**src/design/csm_pkg.sv**
```systemverilog
// ----------------------------------------------------------------------------
// csm_pkg
// Types, constants and the permutation table shared by the color matcher.
// ----------------------------------------------------------------------------
package csm_pkg;

  localparam int NUM_ITEMS  = 4;
  localparam int NUM_PERMS  = 24;
  localparam int FIFO_DEPTH = 2;

  localparam logic [1:0]  LAST_SLOT = 2'(NUM_ITEMS - 1);
  localparam logic [4:0]  LAST_PERM = 5'(NUM_PERMS - 1);
  localparam logic [16:0] DIST_SAT  = 17'h1FFFF;
  localparam logic [17:0] COST_MAX  = 18'h3FFFF;

  // Register indexes of the configuration port.
  localparam logic [1:0] REG_REF_BLUE   = 2'd0;
  localparam logic [1:0] REG_REF_GREEN  = 2'd1;
  localparam logic [1:0] REG_REF_RED    = 2'd2;
  localparam logic [1:0] REG_REF_ORANGE = 2'd3;

  typedef enum logic [2:0] {
    F_IDLE,
    F_SQ,
    F_ROOT,
    F_DIV,
    F_PUSH
  } front_state_e;

  typedef enum logic [2:0] {
    B_IDLE,
    B_DSQ,
    B_DROOT,
    B_SEARCH,
    B_EMIT
  } back_state_e;

  typedef struct packed {
    logic [47:0] norm;
    logic        zero;
  } csm_entry_t;

  // Permutations in lexicographic order; bits [2c+1:2c] hold the blob for color c.
  localparam logic [7:0] PERM_TAB [NUM_PERMS] = '{
    {2'd3, 2'd2, 2'd1, 2'd0}, {2'd2, 2'd3, 2'd1, 2'd0},
    {2'd3, 2'd1, 2'd2, 2'd0}, {2'd1, 2'd3, 2'd2, 2'd0},
    {2'd2, 2'd1, 2'd3, 2'd0}, {2'd1, 2'd2, 2'd3, 2'd0},
    {2'd3, 2'd2, 2'd0, 2'd1}, {2'd2, 2'd3, 2'd0, 2'd1},
    {2'd3, 2'd0, 2'd2, 2'd1}, {2'd0, 2'd3, 2'd2, 2'd1},
    {2'd2, 2'd0, 2'd3, 2'd1}, {2'd0, 2'd2, 2'd3, 2'd1},
    {2'd3, 2'd1, 2'd0, 2'd2}, {2'd1, 2'd3, 2'd0, 2'd2},
    {2'd3, 2'd0, 2'd1, 2'd2}, {2'd0, 2'd3, 2'd1, 2'd2},
    {2'd1, 2'd0, 2'd3, 2'd2}, {2'd0, 2'd1, 2'd3, 2'd2},
    {2'd2, 2'd1, 2'd0, 2'd3}, {2'd1, 2'd2, 2'd0, 2'd3},
    {2'd2, 2'd0, 2'd1, 2'd3}, {2'd0, 2'd2, 2'd1, 2'd3},
    {2'd1, 2'd0, 2'd2, 2'd3}, {2'd0, 2'd1, 2'd2, 2'd3}
  };

  function automatic logic [1:0] perm_blob(logic [7:0] ent, logic [1:0] color);
    logic [1:0] res;
    case (color)
      2'd0:    res = ent[1:0];
      2'd1:    res = ent[3:2];
      2'd2:    res = ent[5:4];
      default: res = ent[7:6];
    endcase
    return res;
  endfunction

endpackage

```
**src/design/csm_isqrt.sv**
```systemverilog
// ----------------------------------------------------------------------------
// csm_isqrt
// Iterative integer square root, two radicand bits per cycle.
// ----------------------------------------------------------------------------
module csm_isqrt (
  input  logic        clk_i,
  input  logic        rst_ni,
  input  logic        start_i,
  input  logic [63:0] radicand_i,
  output logic        done_o,
  output logic [31:0] root_o
);

  logic [63:0] rad_q;
  logic [35:0] rem_q;
  logic [31:0] root_q;
  logic [4:0]  cnt_q;
  logic        busy_q, done_q;

  logic [35:0] rem_sh, trial, rem_nx;
  logic        ge;

  always_comb begin
    rem_sh = {rem_q[33:0], rad_q[63:62]};
    trial  = {2'b00, root_q, 2'b01};
    ge     = rem_sh >= trial;
    rem_nx = ge ? rem_sh - trial : rem_sh;
  end

  always_ff @(posedge clk_i or negedge rst_ni) begin
    if (!rst_ni) begin
      busy_q <= 1'b0;
      done_q <= 1'b0;
      cnt_q  <= '0;
    end else begin
      done_q <= 1'b0;
      if (start_i) begin
        busy_q <= 1'b1;
        cnt_q  <= '0;
      end else if (busy_q) begin
        cnt_q <= cnt_q + 5'd1;
        if (cnt_q == 5'd31) begin
          busy_q <= 1'b0;
          done_q <= 1'b1;
        end
      end
    end
  end

  always_ff @(posedge clk_i) begin
    if (start_i) begin
      rad_q  <= radicand_i;
      rem_q  <= '0;
      root_q <= '0;
    end else if (busy_q) begin
      rad_q  <= {rad_q[61:0], 2'b00};
      rem_q  <= rem_nx;
      root_q <= {root_q[30:0], ge};
    end
  end

  assign done_o = done_q;
  assign root_o = root_q;

endmodule

```
**src/design/csm_front.sv**
```systemverilog
// ----------------------------------------------------------------------------
// csm_front
// Accepts blob sums and scales each blob to unit length in Q1.15.
// ----------------------------------------------------------------------------
module csm_front (
  input  logic                clk_i,
  input  logic                rst_ni,
  input  logic                s_axis_tvalid,
  output logic                s_axis_tready,
  input  logic [71:0]         s_axis_tdata,
  output logic                push_o,
  output csm_pkg::csm_entry_t entry_o,
  input  logic                full_i
);

  import csm_pkg::*;

  front_state_e state_q, state_d;

  logic [23:0] x_q [3];
  logic [1:0]  lane_q;
  logic [49:0] acc_q, acc_d;
  logic [31:0] q_q;
  logic [44:0] dvd_q [3];
  logic [44:0] quot_q [3];
  logic [32:0] rem_q [3];
  logic [5:0]  cnt_q;
  logic [47:0] norm_q;
  logic        zero_q;

  logic [47:0] sq;
  logic        sq_start, sq_done;
  logic [31:0] sq_root;
  logic [32:0] rem_sh [3];
  logic [32:0] rem_nx [3];
  logic [44:0] quot_nx [3];
  logic [15:0] lane_n [3];

  assign sq    = x_q[lane_q] * x_q[lane_q];
  assign acc_d = acc_q + {2'b00, sq};

  csm_isqrt u_isqrt (
    .clk_i      (clk_i),
    .rst_ni     (rst_ni),
    .start_i    (sq_start),
    .radicand_i ({2'b00, acc_d, 12'h000}),
    .done_o     (sq_done),
    .root_o     (sq_root)
  );

  // Three restoring dividers run side by side, one quotient bit per cycle.
  always_comb begin
    for (int l = 0; l < 3; l++) begin
      rem_sh[l] = {rem_q[l][31:0], dvd_q[l][44]};
      if (rem_sh[l] >= {1'b0, q_q}) begin
        rem_nx[l]  = rem_sh[l] - {1'b0, q_q};
        quot_nx[l] = {quot_q[l][43:0], 1'b1};
      end else begin
        rem_nx[l]  = rem_sh[l];
        quot_nx[l] = {quot_q[l][43:0], 1'b0};
      end
      lane_n[l] = (|quot_nx[l][44:16]) ? 16'hFFFF : quot_nx[l][15:0];
    end
  end

  always_comb begin
    state_d       = state_q;
    s_axis_tready = 1'b0;
    push_o        = 1'b0;
    sq_start      = 1'b0;
    unique case (state_q)
      F_IDLE: begin
        s_axis_tready = 1'b1;
        if (s_axis_tvalid) state_d = F_SQ;
      end
      F_SQ: begin
        if (lane_q == 2'd2) begin
          sq_start = 1'b1;
          state_d  = F_ROOT;
        end
      end
      F_ROOT: begin
        if (sq_done) state_d = (sq_root == '0) ? F_PUSH : F_DIV;
      end
      F_DIV: begin
        if (cnt_q == 6'd44) state_d = F_PUSH;
      end
      F_PUSH: begin
        if (!full_i) begin
          push_o  = 1'b1;
          state_d = F_IDLE;
        end
      end
      default: state_d = F_IDLE;
    endcase
  end

  always_ff @(posedge clk_i or negedge rst_ni) begin
    if (!rst_ni) begin
      state_q <= F_IDLE;
    end else begin
      state_q <= state_d;
    end
  end

  always_ff @(posedge clk_i) begin
    unique case (state_q)
      F_IDLE: begin
        x_q[0] <= s_axis_tdata[23:0];
        x_q[1] <= s_axis_tdata[47:24];
        x_q[2] <= s_axis_tdata[71:48];
        acc_q  <= '0;
        lane_q <= '0;
      end
      F_SQ: begin
        acc_q  <= acc_d;
        lane_q <= lane_q + 2'd1;
      end
      F_ROOT: begin
        q_q    <= sq_root;
        cnt_q  <= '0;
        norm_q <= '0;
        zero_q <= (sq_root == '0);
        for (int l = 0; l < 3; l++) begin
          dvd_q[l]  <= {x_q[l], 21'h000000};
          rem_q[l]  <= '0;
          quot_q[l] <= '0;
        end
      end
      F_DIV: begin
        cnt_q <= cnt_q + 6'd1;
        for (int l = 0; l < 3; l++) begin
          dvd_q[l]  <= {dvd_q[l][43:0], 1'b0};
          rem_q[l]  <= rem_nx[l];
          quot_q[l] <= quot_nx[l];
        end
        if (cnt_q == 6'd44) norm_q <= {lane_n[2], lane_n[1], lane_n[0]};
      end
      default: begin
      end
    endcase
  end

  assign entry_o.norm = norm_q;
  assign entry_o.zero = zero_q;

endmodule

```
**src/design/csm_fifo.sv**
```systemverilog
// ----------------------------------------------------------------------------
// csm_fifo
// Short queue of normalized blobs between the front and the back.
// ----------------------------------------------------------------------------
module csm_fifo (
  input  logic                clk_i,
  input  logic                rst_ni,
  input  logic                push_i,
  input  csm_pkg::csm_entry_t data_i,
  output logic                full_o,
  input  logic                pop_i,
  output csm_pkg::csm_entry_t data_o,
  output logic                empty_o
);

  import csm_pkg::*;

  localparam int PTR_W = $clog2(FIFO_DEPTH);
  localparam int CNT_W = $clog2(FIFO_DEPTH + 1);

  csm_entry_t       mem_q [FIFO_DEPTH];
  logic [PTR_W-1:0] wr_q, rd_q;
  logic [CNT_W-1:0] cnt_q;

  assign full_o  = (cnt_q == CNT_W'(FIFO_DEPTH));
  assign empty_o = (cnt_q == '0);
  assign data_o  = mem_q[rd_q];

  always_ff @(posedge clk_i) begin
    if (push_i) mem_q[wr_q] <= data_i;
  end

  always_ff @(posedge clk_i or negedge rst_ni) begin
    if (!rst_ni) begin
      wr_q  <= '0;
      rd_q  <= '0;
      cnt_q <= '0;
    end else begin
      if (push_i) wr_q <= (wr_q == PTR_W'(FIFO_DEPTH - 1)) ? '0 : wr_q + PTR_W'(1);
      if (pop_i)  rd_q <= (rd_q == PTR_W'(FIFO_DEPTH - 1)) ? '0 : rd_q + PTR_W'(1);
      case ({push_i, pop_i})
        2'b10:   cnt_q <= cnt_q + CNT_W'(1);
        2'b01:   cnt_q <= cnt_q - CNT_W'(1);
        default: cnt_q <= cnt_q;
      endcase
    end
  end

`ifndef ASSERT_OFF
  a_no_overflow: assert property (@(posedge clk_i) disable iff (!rst_ni)
    push_i |-> !full_o) else $error("queue written while full");
  a_no_underflow: assert property (@(posedge clk_i) disable iff (!rst_ni)
    pop_i |-> !empty_o) else $error("queue read while empty");
  a_count_range: assert property (@(posedge clk_i) disable iff (!rst_ni)
    cnt_q <= CNT_W'(FIFO_DEPTH)) else $error("queue count out of range");
`endif

endmodule

```
**src/design/csm_back.sv**
```systemverilog
// ----------------------------------------------------------------------------
// csm_back
// Stores a run of four blobs, builds the distance table, searches all
// assignments and sends one result beat per reference color.
// ----------------------------------------------------------------------------
module csm_back (
  input  logic                clk_i,
  input  logic                rst_ni,
  input  logic                cfg_we_i,
  input  logic [1:0]          cfg_addr_i,
  input  logic [47:0]         cfg_wdata_i,
  input  logic                empty_i,
  input  csm_pkg::csm_entry_t entry_i,
  output logic                pop_o,
  output logic                m_axis_tvalid,
  input  logic                m_axis_tready,
  output logic [23:0]         m_axis_tdata,
  output logic                m_axis_tuser,
  output logic                m_axis_tlast
);

  import csm_pkg::*;

  back_state_e state_q, state_d;

  logic [47:0] ref_q [NUM_ITEMS];
  logic [47:0] store_q [NUM_ITEMS];
  logic [3:0]  flags_q;
  logic [1:0]  count_q;
  logic [3:0]  pair_q;
  logic [1:0]  lane_q;
  logic [33:0] acc_q;
  logic [16:0] cost_q [16];
  logic [4:0]  perm_q, best_perm_q;
  logic [1:0]  step_q, emit_q;
  logic [18:0] total_q, best_q;

  logic [47:0] blob, refc;
  logic [15:0] a, b, d;
  logic [31:0] sq;
  logic [33:0] acc_nx;
  logic        sq_start, sq_done;
  logic [31:0] sq_root;
  logic [1:0]  blob_sel;
  logic [16:0] cost_rd;
  logic [18:0] tot;
  logic        better;

  always_comb begin
    blob = store_q[pair_q[3:2]];
    refc = ref_q[pair_q[1:0]];
    case (lane_q)
      2'd0:    begin a = blob[15:0];  b = refc[15:0];  end
      2'd1:    begin a = blob[31:16]; b = refc[31:16]; end
      default: begin a = blob[47:32]; b = refc[47:32]; end
    endcase
    d      = (a >= b) ? a - b : b - a;
    sq     = d * d;
    acc_nx = acc_q + {2'b00, sq};
  end

  csm_isqrt u_isqrt (
    .clk_i      (clk_i),
    .rst_ni     (rst_ni),
    .start_i    (sq_start),
    .radicand_i ({30'h0, acc_nx}),
    .done_o     (sq_done),
    .root_o     (sq_root)
  );

  // One table read per cycle; the fourth read of a permutation closes its total.
  always_comb begin
    blob_sel = perm_blob(PERM_TAB[perm_q], step_q);
    cost_rd  = cost_q[{blob_sel, step_q}];
    tot      = ((step_q == 2'd0) ? 19'd0 : total_q) + {2'b00, cost_rd};
    better   = (perm_q == 5'd0) || (tot < best_q);
  end

  always_comb begin
    state_d       = state_q;
    pop_o         = 1'b0;
    sq_start      = 1'b0;
    m_axis_tvalid = 1'b0;
    unique case (state_q)
      B_IDLE: begin
        if (!empty_i) begin
          pop_o = 1'b1;
          if (count_q == LAST_SLOT) state_d = B_DSQ;
        end
      end
      B_DSQ: begin
        if (lane_q == 2'd2) begin
          sq_start = 1'b1;
          state_d  = B_DROOT;
        end
      end
      B_DROOT: begin
        if (sq_done) state_d = (pair_q == 4'd15) ? B_SEARCH : B_DSQ;
      end
      B_SEARCH: begin
        if (step_q == 2'd3 && perm_q == LAST_PERM) state_d = B_EMIT;
      end
      B_EMIT: begin
        m_axis_tvalid = 1'b1;
        if (m_axis_tready && emit_q == LAST_SLOT) state_d = B_IDLE;
      end
      default: state_d = B_IDLE;
    endcase
  end

  always_ff @(posedge clk_i or negedge rst_ni) begin
    if (!rst_ni) begin
      state_q <= B_IDLE;
      count_q <= '0;
      flags_q <= '0;
      emit_q  <= '0;
      for (int i = 0; i < NUM_ITEMS; i++) ref_q[i] <= '0;
    end else begin
      state_q <= state_d;
      if (cfg_we_i) ref_q[cfg_addr_i] <= cfg_wdata_i;
      if (pop_o) begin
        flags_q[count_q] <= entry_i.zero;
        if (count_q != LAST_SLOT) count_q <= count_q + 2'd1;
      end
      if (m_axis_tvalid && m_axis_tready) begin
        emit_q <= emit_q + 2'd1;
        if (emit_q == LAST_SLOT) begin
          count_q <= '0;
          flags_q <= '0;
        end
      end
    end
  end

  always_ff @(posedge clk_i) begin
    unique case (state_q)
      B_IDLE: begin
        if (pop_o) store_q[count_q] <= entry_i.norm;
        pair_q <= '0;
        lane_q <= '0;
        acc_q  <= '0;
      end
      B_DSQ: begin
        acc_q  <= acc_nx;
        lane_q <= lane_q + 2'd1;
      end
      B_DROOT: begin
        if (sq_done) begin
          cost_q[pair_q] <= flags_q[pair_q[3:2]] ? DIST_SAT : sq_root[16:0];
          pair_q <= pair_q + 4'd1;
          lane_q <= '0;
          acc_q  <= '0;
          perm_q <= '0;
          step_q <= '0;
        end
      end
      B_SEARCH: begin
        total_q <= tot;
        step_q  <= step_q + 2'd1;
        if (step_q == 2'd3) begin
          perm_q <= perm_q + 5'd1;
          if (better) begin
            best_q      <= tot;
            best_perm_q <= perm_q;
          end
        end
      end
      default: begin
      end
    endcase
  end

  assign m_axis_tdata = {2'b00, (best_q[18] ? COST_MAX : best_q[17:0]),
                         perm_blob(PERM_TAB[best_perm_q], emit_q), emit_q};
  assign m_axis_tuser = |flags_q;
  assign m_axis_tlast = (emit_q == LAST_SLOT);

`ifndef ASSERT_OFF
  a_emit_full_run: assert property (@(posedge clk_i) disable iff (!rst_ni)
    m_axis_tvalid |-> count_q == LAST_SLOT) else $error("result beat without a full run");
  a_run_cleared: assert property (@(posedge clk_i) disable iff (!rst_ni)
    (m_axis_tvalid && m_axis_tready && m_axis_tlast) |=> (count_q == '0 && flags_q == '0))
    else $error("run state not cleared after last beat");
  a_root_in_table: assert property (@(posedge clk_i) disable iff (!rst_ni)
    sq_done |-> state_q == B_DROOT) else $error("root finished outside table build");
`endif

endmodule

```
**src/design/color_blob_assignment_matcher_core.sv**
```systemverilog
// ----------------------------------------------------------------------------
// color_blob_assignment_matcher_core
// Matches four blobs to four reference colors by the least total distance.
// ----------------------------------------------------------------------------
// In the front each input beat is squared and summed lane by lane, then goes
// through a square root and through three parallel dividers.
// The fourth blob of a run starts the back, which builds the 16-entry distance
// table (one shared square root unit) and then searches all 24
// assignments, one table read per cycle, before four result beats follow.
// Reset clears the control state, the run and the reference colors to zero.
// ----------------------------------------------------------------------------
module color_blob_assignment_matcher_core (
  input  logic        clk_i,
  input  logic        rst_ni,
  input  logic        s_axis_tvalid,
  output logic        s_axis_tready,
  input  logic [71:0] s_axis_tdata,   // blue_sum, green_sum, red_sum
  output logic        m_axis_tvalid,
  input  logic        m_axis_tready,
  output logic [23:0] m_axis_tdata,   // color_slot, blob_index, total_cost
  output logic        m_axis_tuser,   // bad_blob
  output logic        m_axis_tlast,
  input  logic        cfg_we_i,
  input  logic [1:0]  cfg_addr_i,
  input  logic [47:0] cfg_wdata_i
);

  import csm_pkg::*;

  csm_entry_t push_data, pop_data;
  logic       push, full, pop, empty;

  csm_front u_front (
    .clk_i         (clk_i),
    .rst_ni        (rst_ni),
    .s_axis_tvalid (s_axis_tvalid),
    .s_axis_tready (s_axis_tready),
    .s_axis_tdata  (s_axis_tdata),
    .push_o        (push),
    .entry_o       (push_data),
    .full_i        (full)
  );

  csm_fifo u_fifo (
    .clk_i   (clk_i),
    .rst_ni  (rst_ni),
    .push_i  (push),
    .data_i  (push_data),
    .full_o  (full),
    .pop_i   (pop),
    .data_o  (pop_data),
    .empty_o (empty)
  );

  csm_back u_back (
    .clk_i         (clk_i),
    .rst_ni        (rst_ni),
    .cfg_we_i      (cfg_we_i),
    .cfg_addr_i    (cfg_addr_i),
    .cfg_wdata_i   (cfg_wdata_i),
    .empty_i       (empty),
    .entry_i       (pop_data),
    .pop_o         (pop),
    .m_axis_tvalid (m_axis_tvalid),
    .m_axis_tready (m_axis_tready),
    .m_axis_tdata  (m_axis_tdata),
    .m_axis_tuser  (m_axis_tuser),
    .m_axis_tlast  (m_axis_tlast)
  );

endmodule
```
**config.mk**
```make
export PLATFORM = sky130hd
export DESIGN_NAME = color_blob_assignment_matcher_core
export DESIGN_NICKNAME = d
export VERILOG_FILES = /design/src/design/csm_pkg.sv /design/src/design/csm_isqrt.sv /design/src/design/csm_front.sv /design/src/design/csm_fifo.sv /design/src/design/csm_back.sv /design/src/design/color_blob_assignment_matcher_core.sv
export SDC_FILE = /design/constraint.sdc
export NUM_CORES = 2
export LEC_CHECK = 0
export ABC_AREA = 1
export BUFFER_PORTS_ARGS = -buffer_cell sky130_fd_sc_hd__buf_2
export CAP_MARGIN = 20
export CORE_MARGIN = 5
export CORE_UTILIZATION = 38
export CTS_CLUSTER_SIZE = 20
export DETAILED_ROUTE_END_ITERATION = 10
export SETUP_SLACK_MARGIN = 0.02
export SYNTH_ARGS = -nofsm -noshare
export SYNTH_HDL_FRONTEND = slang
export SYNTH_HIERARCHICAL = 1
export SYNTH_SLANG_ARGS = --single-unit
```
**constraint.sdc**
```tcl
create_clock -name clk_i -period 37.8 [get_ports clk_i]
set_input_delay 11.34 -clock clk_i [delete_from_list [all_inputs] [get_ports clk_i]]
set_output_delay 11.34 -clock clk_i [all_outputs]
set_load 0.01 [all_outputs]
```
Word level (Yosys, flattened, before mapping)

Memories as Yosys holds them, arrays and structs flattened. A register that Yosys moved wholly into a read port is not among the register bits.
Cells that the tools add are included.

Reductions and logical operators: 34
Order comparisons: 15
$add $sub $neg: 24
Bitwise gates (word level): 13
Mux-type cells: 128
Equal/unequal tests: 39
Shift-type cells: 0
$mul: 2
Divide/modulo/power cells: 0

Operators with widths:

| kind                                                           | count |
|---|---|
| 33-bit 2-to-1 mux                                              | 6 |
| 192-bit bitwise mux                                            | 1 |
| 48-bit 2-to-1 mux                                              | 4 |
| 34-bit 2-to-1 mux                                              | 5 |
| 45-bit 2-to-1 mux                                              | 3 |
| 44-bit 2-to-1 mux                                              | 3 |
| 62-bit 2-to-1 mux                                              | 2 |
| 34-bit one-hot mux with 3 select lines                         | 1 |
| 50-bit one-hot mux with 2 select lines                         | 1 |
| 33-bit by 32-bit greater-or-equal comparator with 1-bit output | 3 |
| 33-bit by 32-bit subtractor with 33-bit output                 | 3 |
| 48-bit binary-select mux with 2-bit select                     | 1 |
| 48-bit demux with 2-bit select                                 | 1 |
| 48-bit one-hot mux with 2 select lines                         | 1 |
| 29-bit OR reduction                                            | 3 |
| 36-bit by 34-bit greater-or-equal comparator with 1-bit output | 2 |
| 34-bit subtractor                                              | 2 |
| 16-bit 2-to-1 mux                                              | 4 |
| 16-bit one-hot mux with 2 select lines                         | 2 |
| 50-bit by 48-bit adder with 50-bit output                      | 1 |
| 24-bit by 24-bit multiplier with 48-bit output                 | 1 |
| 1-bit 2-to-1 mux                                               | 42 |
| 3-bit 2-to-1 mux                                               | 12 |
| 34-bit by 32-bit adder with 34-bit output                      | 1 |
| other kinds (58)                                               | 150 |

Memories: 9
Output and inout port bits: 28
Register bits after elaboration: 701
Logic and storage cells: 304
Bits in latches: 0
RAM bits: 1000
Bits in read-only memories: 512

Memories:

| name             | depth | bits a word | rd ports | clocked after Yosys merged registers in | write ports | RTL line        | source |
|---|---|---|---|---|---|---|---|
| u_back.cost_q    | 16    | 17          | 1        | 0                                       | 1           | csm_back.sv:33  | `logic [16:0] cost_q [16];` |
| (name not given) | 32    | 8           | 1        | 0                                       | 0           | csm_back.sv:73  | `blob_sel = perm_blob(PERM_TAB[perm_q], step_q);` |
| (name not given) | 32    | 8           | 1        | 0                                       | 0           | csm_back.sv:174 | `perm_blob(PERM_TAB[best_perm_q], emit_q), emit_q};` |
| u_back.store_q   | 4     | 48          | 1        | 1                                       | 1           | csm_back.sv:27  | `logic [47:0] store_q [NUM_ITEMS];` |
| u_front.quot_q   | 3     | 45          | 3        | 0                                       | 3           | csm_front.sv:25 | `logic [44:0] quot_q [3];` |
| u_front.dvd_q    | 3     | 44          | 3        | 0                                       | 3           | csm_front.sv:24 | `logic [44:0] dvd_q [3];` |
| +3 memories      | n/a   | n/a         | n/a      | n/a                                     | n/a         | n/a             |  |

Depth between registers and ports, before layout

Depth in word-level cells: 10
Mapped depth: 51
Gate-level depth less buffers: 47

Modules after synthesis

Netlist, hierarchy kept.

Modules (own cells, without submodules):

| module    | times used | area each (um^2) | cells an instance |
|---|---|---|---|
| csm_front | 1          | 48172.5          | 5957 |
| csm_back  | 1          | 43752.0          | 4612 |
| csm_isqrt | 2          | 7967.6           | 1135 |
| csm_fifo  | 1          | 3916.3           | 280 |

Least setup slack after synthesis

OpenSTA, ideal clock, no wires.

Path kind: reg2out
From: register u_front.state_q[0]
To: output port s_axis_tready
Data arrival time: 2090 ps
Cell stages (with the launch flop): 4
Setup slack: 24370 ps
Buffers on the path: 0
Required time: 26460 ps
Cell sequence: dfrtp_1 inv_1 nand3_1 inv_1

Longest elaborated chain between the ends: 2

RTL lines:

| element                | RTL line                                 | source |
|---|---|---|
| start, declared        | csm_front.sv:18                          | `front_state_e state_q, state_d;` |
| start signal, assigned | csm_front.sv:102                         | `state_q <= state_d;` |
| 3-bit logical NOT      | csm_front.sv:71                          | `unique case (state_q)` |
| 1-bit 2-to-1 mux       | csm_front.sv:71                          |  |
| end, declared          | color_blob_assignment_matcher_core.sv:16 | `output logic s_axis_tready,` |

No other way between the ends.

Worst setup path in the final report

From: register u_back.best_perm_q[1]
To: output port m_axis_tdata[2]

Longest elaborated chain between the ends: 5

RTL lines:

| element                                                | RTL line                                 | source |
|---|---|---|
| start, declared                                        | csm_back.sv:34                           | `logic [4:0] perm_q, best_perm_q;` |
| start signal, assigned                                 | csm_back.sv:164                          | `best_perm_q <= perm_q;` |
| 5-bit inverter with 6-bit output (not written as such) | csm_back.sv:174                          |  |
| memory read 32 x 8 bit                                 | n/a                                      |  |
| 8-bit 2-to-1 mux (not written as such) (2 in a row)    | csm_back.sv:174                          |  |
| 2-bit one-hot mux with 3 select lines                  | csm_pkg.sv:61                            | `case (color)` |
| end, declared                                          | color_blob_assignment_matcher_core.sv:20 | `output logic [23:0] m_axis_tdata,` |

No other way between the ends. The select of a mux whose other input is x is not followed.

==> out/qor.txt <==
sequential area share after synthesis -> 42.1%
max-cap violation count -> 0
CP max stage cell -> edfxtp_1
Sink Count -> 1651
Worst Path Max Fanout -> 5
multiplexer share of the synthesized area -> 0%
Routed Antenna Nets -> 0
GR Util met3 -> 2.80%
Initial Util -> 38.1%
die area -> 305000 µm²
floorplan core area -> 293000 µm²
Skew-Pair Late Insertion Delay -> 0.86 ns
Initial DRT Pass Iterations -> 8
FFs w/ async S/R, synth -> 13.6%
Placer Congestion -> 0.939
type of the worst setup path -> reg -> out
Synth Area in Compound Gates -> 6.89%
Netlist cell types -> 71
vias per cell -> 4.85
Slew Viols, Final -> 0
slowest stage delay, CP -> 0.47 ns
Hold Vio Cnt, Final -> 0
FF+latch count, synth -> 1651
gr ovfl total -> 0
Synth area leader -> edfxtp_1
Initial DRC Count -> 6394
largest net degree at the start of global routing -> 118
unrepaired setup endpoints after global routing -> no
CTS-repair resized insts -> 0
synth warn -> 6
num ports -> 155
Fillers -> 29495
Least-Margin Pin Slew -> 1.11 ns
Tmin final -> 13.99 ns
post-DP HPWL -> 211000 µm
Final Cell Area -> 123000 µm²
Post-Syn Instances -> 13119
share of cells above drive strength 1 -> 6.66%
cts hold-fix bufs -> 0
Post-Syn Area -> 112000 µm²
synth top area cells -> edfxtp_1, fa_1, nand2_1
nets -> 14566
flop2flop setup slack -> 26.70 ns
H-tree levels -> 4
FP Rows -> 199
Post-Synth Adder-Cell Area -> 18.1%
Via Count -> 83875
slew margin rel. -> 26.1%
Synth Flop Type -> edfxtp_1
DRC viols -> 0
crit end category -> primary output
area delta synth->final -> 10.3%
routed length per instance -> 17.0 µm
CTS tree -> built
Setup TNS -> 0 ns
CP arrival -> 2.65 ns
XOR/XNOR Fraction of Synth Area -> 1.41%
fin crit share -> 37.0%
clk slew on worst S/H paths -> 0.06 ns
Port Buffers -> 152
Fmax -> 71.5 MHz
first-pass GRT wire length -> 463000 µm
post-synth top area share -> 34.7%
placed inst area -> 117000 µm²
Die W -> 552 µm
status -> finished clean
Post-synth EDFFs -> 1291
Synth Area in Simple Gates -> 21.2%
Total GRT Usage -> 18.9%
GRT Max-Usage Layer -> met2
final setup fails -> 0
Required @ worst endpoint -> 26.46 ns
initial antenna violation count -> 11
startpoint types -> flop
syn_area_per_cell -> 8.52 µm²
Routed WL -> 294000 µm
cts bufs inserted -> 192
via count of the first global-routing pass -> 82476
GRT met2 Usage -> 30.8%
clk_skew -> 0.0733 ns
GRT met1 Usage -> 25.7%
CP Cell Sequence -> inv_1 > ha_1 > nor2_1 > o21ai_0 > o2111ai_1 > nand3_1 > o21ai_0 > inv_1 > buf_2
worst hold path type -> reg -> reg
Die Height -> 552 µm
Max Root-Sink Buffers -> 4
Setup Fix Bufs, Post-CTS -> 0
CTS root buf -> clkbuf_16
main combinational cell family by area after synthesis -> simple AND/OR/NAND/NOR gates
## Yosys cell counts (all sizes together), types with 125 or more instances
master and instances:
a21oi 336, buf 161, clkbuf 228, dfrtp 224, dfxtp 136, edfxtp 1291, fa 667, ha 549
inv 2530, nand2 3472, nand3 386, nand3b 125, nor2 1570, o21ai 711, o22ai 181
## through the flow
| stage | hold slack [ns] | utilization [%] | instances | worst slack, ns |
|---|---|---|---|---|
| final | 0.442 | 42.0 | 17305 | 23.81 |
| after global routing | 0.454 | 42.0 | 17302 | 23.56 |
| after CTS | 0.445 | 42.0 | 17293 | 23.67 |
| after detailed placement | 0.430 | 39.8 | 16941 | 23.77 |
| after global placement | 0.422 | 39.8 | 16940 | 23.76 |
| after floorplan | 0.421 | - | 13163 | 24.37 |
## logic make-up (layout without fill, tap and decap cells)
group           count (synthesis)  in the layout
simple gates                 5776           5776
buf+inv                      2926           3144
flops                        1651           1651
compound gates               1368           1368
fa+ha+maj                    1216           1216
xor+xnor                      180            180
other cells                     2             51
## worst max-delay path, delay by kind of cell, from the launching register on
kind / cells / cell delay, ns
buffers and inverters: 3 / 0.40
DFF: 1 / 0.47
and+or+nand+nor: 2 / 0.24
AOI/OAI and AO/OA: 3 / 0.43
adders and majority gates: 1 / 0.29
## worst paths after layout
| path | start | cells after the start | end |
|---|---|---|---|
| min reg2reg | u_front/norm_q[3] | 0 | u_fifo/mem_q[1][4] |
| max | u_back/best_perm_q[1] | 9 | m_axis_tdata[2] |
| min | u_front/norm_q[3] | 0 | u_fifo/mem_q[1][4] |
| min in group asynchronous | rst_ni | 1 | u_back/u_isqrt/cnt_q[2] |
| max reg2reg | u_back/pair_q[0] | 43 | u_back/u_isqrt/rad_q[32] |
| max in group asynchronous | rst_ni | 5 | u_back/ref_q[167] |
## layer usage
layer / up-vias / share of wire, %
li1: 41292 / -
met1: 39963 / 45
met2: 2132 / 45
met3: 482 / 6.2
met4: 6 / 3.8
met5: - / 0.014
## sequential cells by signal (all words and copies together), names as in the netlist, 48 cells and up, named ones only
register               cells
u_fifo/mem_q              98
u_front/u_isqrt/rad_q     64
u_front/dvd_q             72
u_back/store_q           192
u_front/acc_q             50
u_front/norm_q            48
u_back/cost_q            272
u_back/ref_q             192
u_back/u_isqrt/rad_q      64
u_front/quot_q           132
u_front/rem_q             96
u_front/x_q               72
## cell type report
cell class | instances | area [µm²] | share of cell area [%]
Multi-Input combinational cell | 8586 | 53600 | 43.5
Sequential cell | 1651 | 47100 | 38.2
Inverter | 2537 | 9540 | 7.74
Clock buffer | 243 | 5230 | 4.25
Tap cell | 3919 | 4900 | 3.98
Timing Repair Buffer | 255 | 1670 | 1.35
Clock inverter | 109 | 1230 | 1.00
Antenna cell | 5 | 12.5 | 0.0102
## layout by cell type, fill, tap and decap left out, types with 46 or more instances in the layout
cell type	netlist	final
xor2_1	101	101
edfxtp_1	1291	1291
clkbuf_16	0	197
inv_1	2459	2452
nand4_1	66	66
nor2_1	1486	1472
nor2_2	76	84
fa_1	667	667
nand2_2	46	49
nand2_1	3415	3412
dfrtp_1	224	223
inv_2	68	73
conb_1	2	46
nand3b_1	125	125
xnor2_1	79	79
buf_2	83	151
buf_4	25	95
ha_1	549	549
nor3_1	67	59
o22ai_1	181	181
a21oi_1	330	329
nand3_1	376	374
dfxtp_1	136	134
o21ai_0	646	644
Power is not shown: default switching activity piles up to over one toggle a cycle in this logic, so the estimate is an artifact.
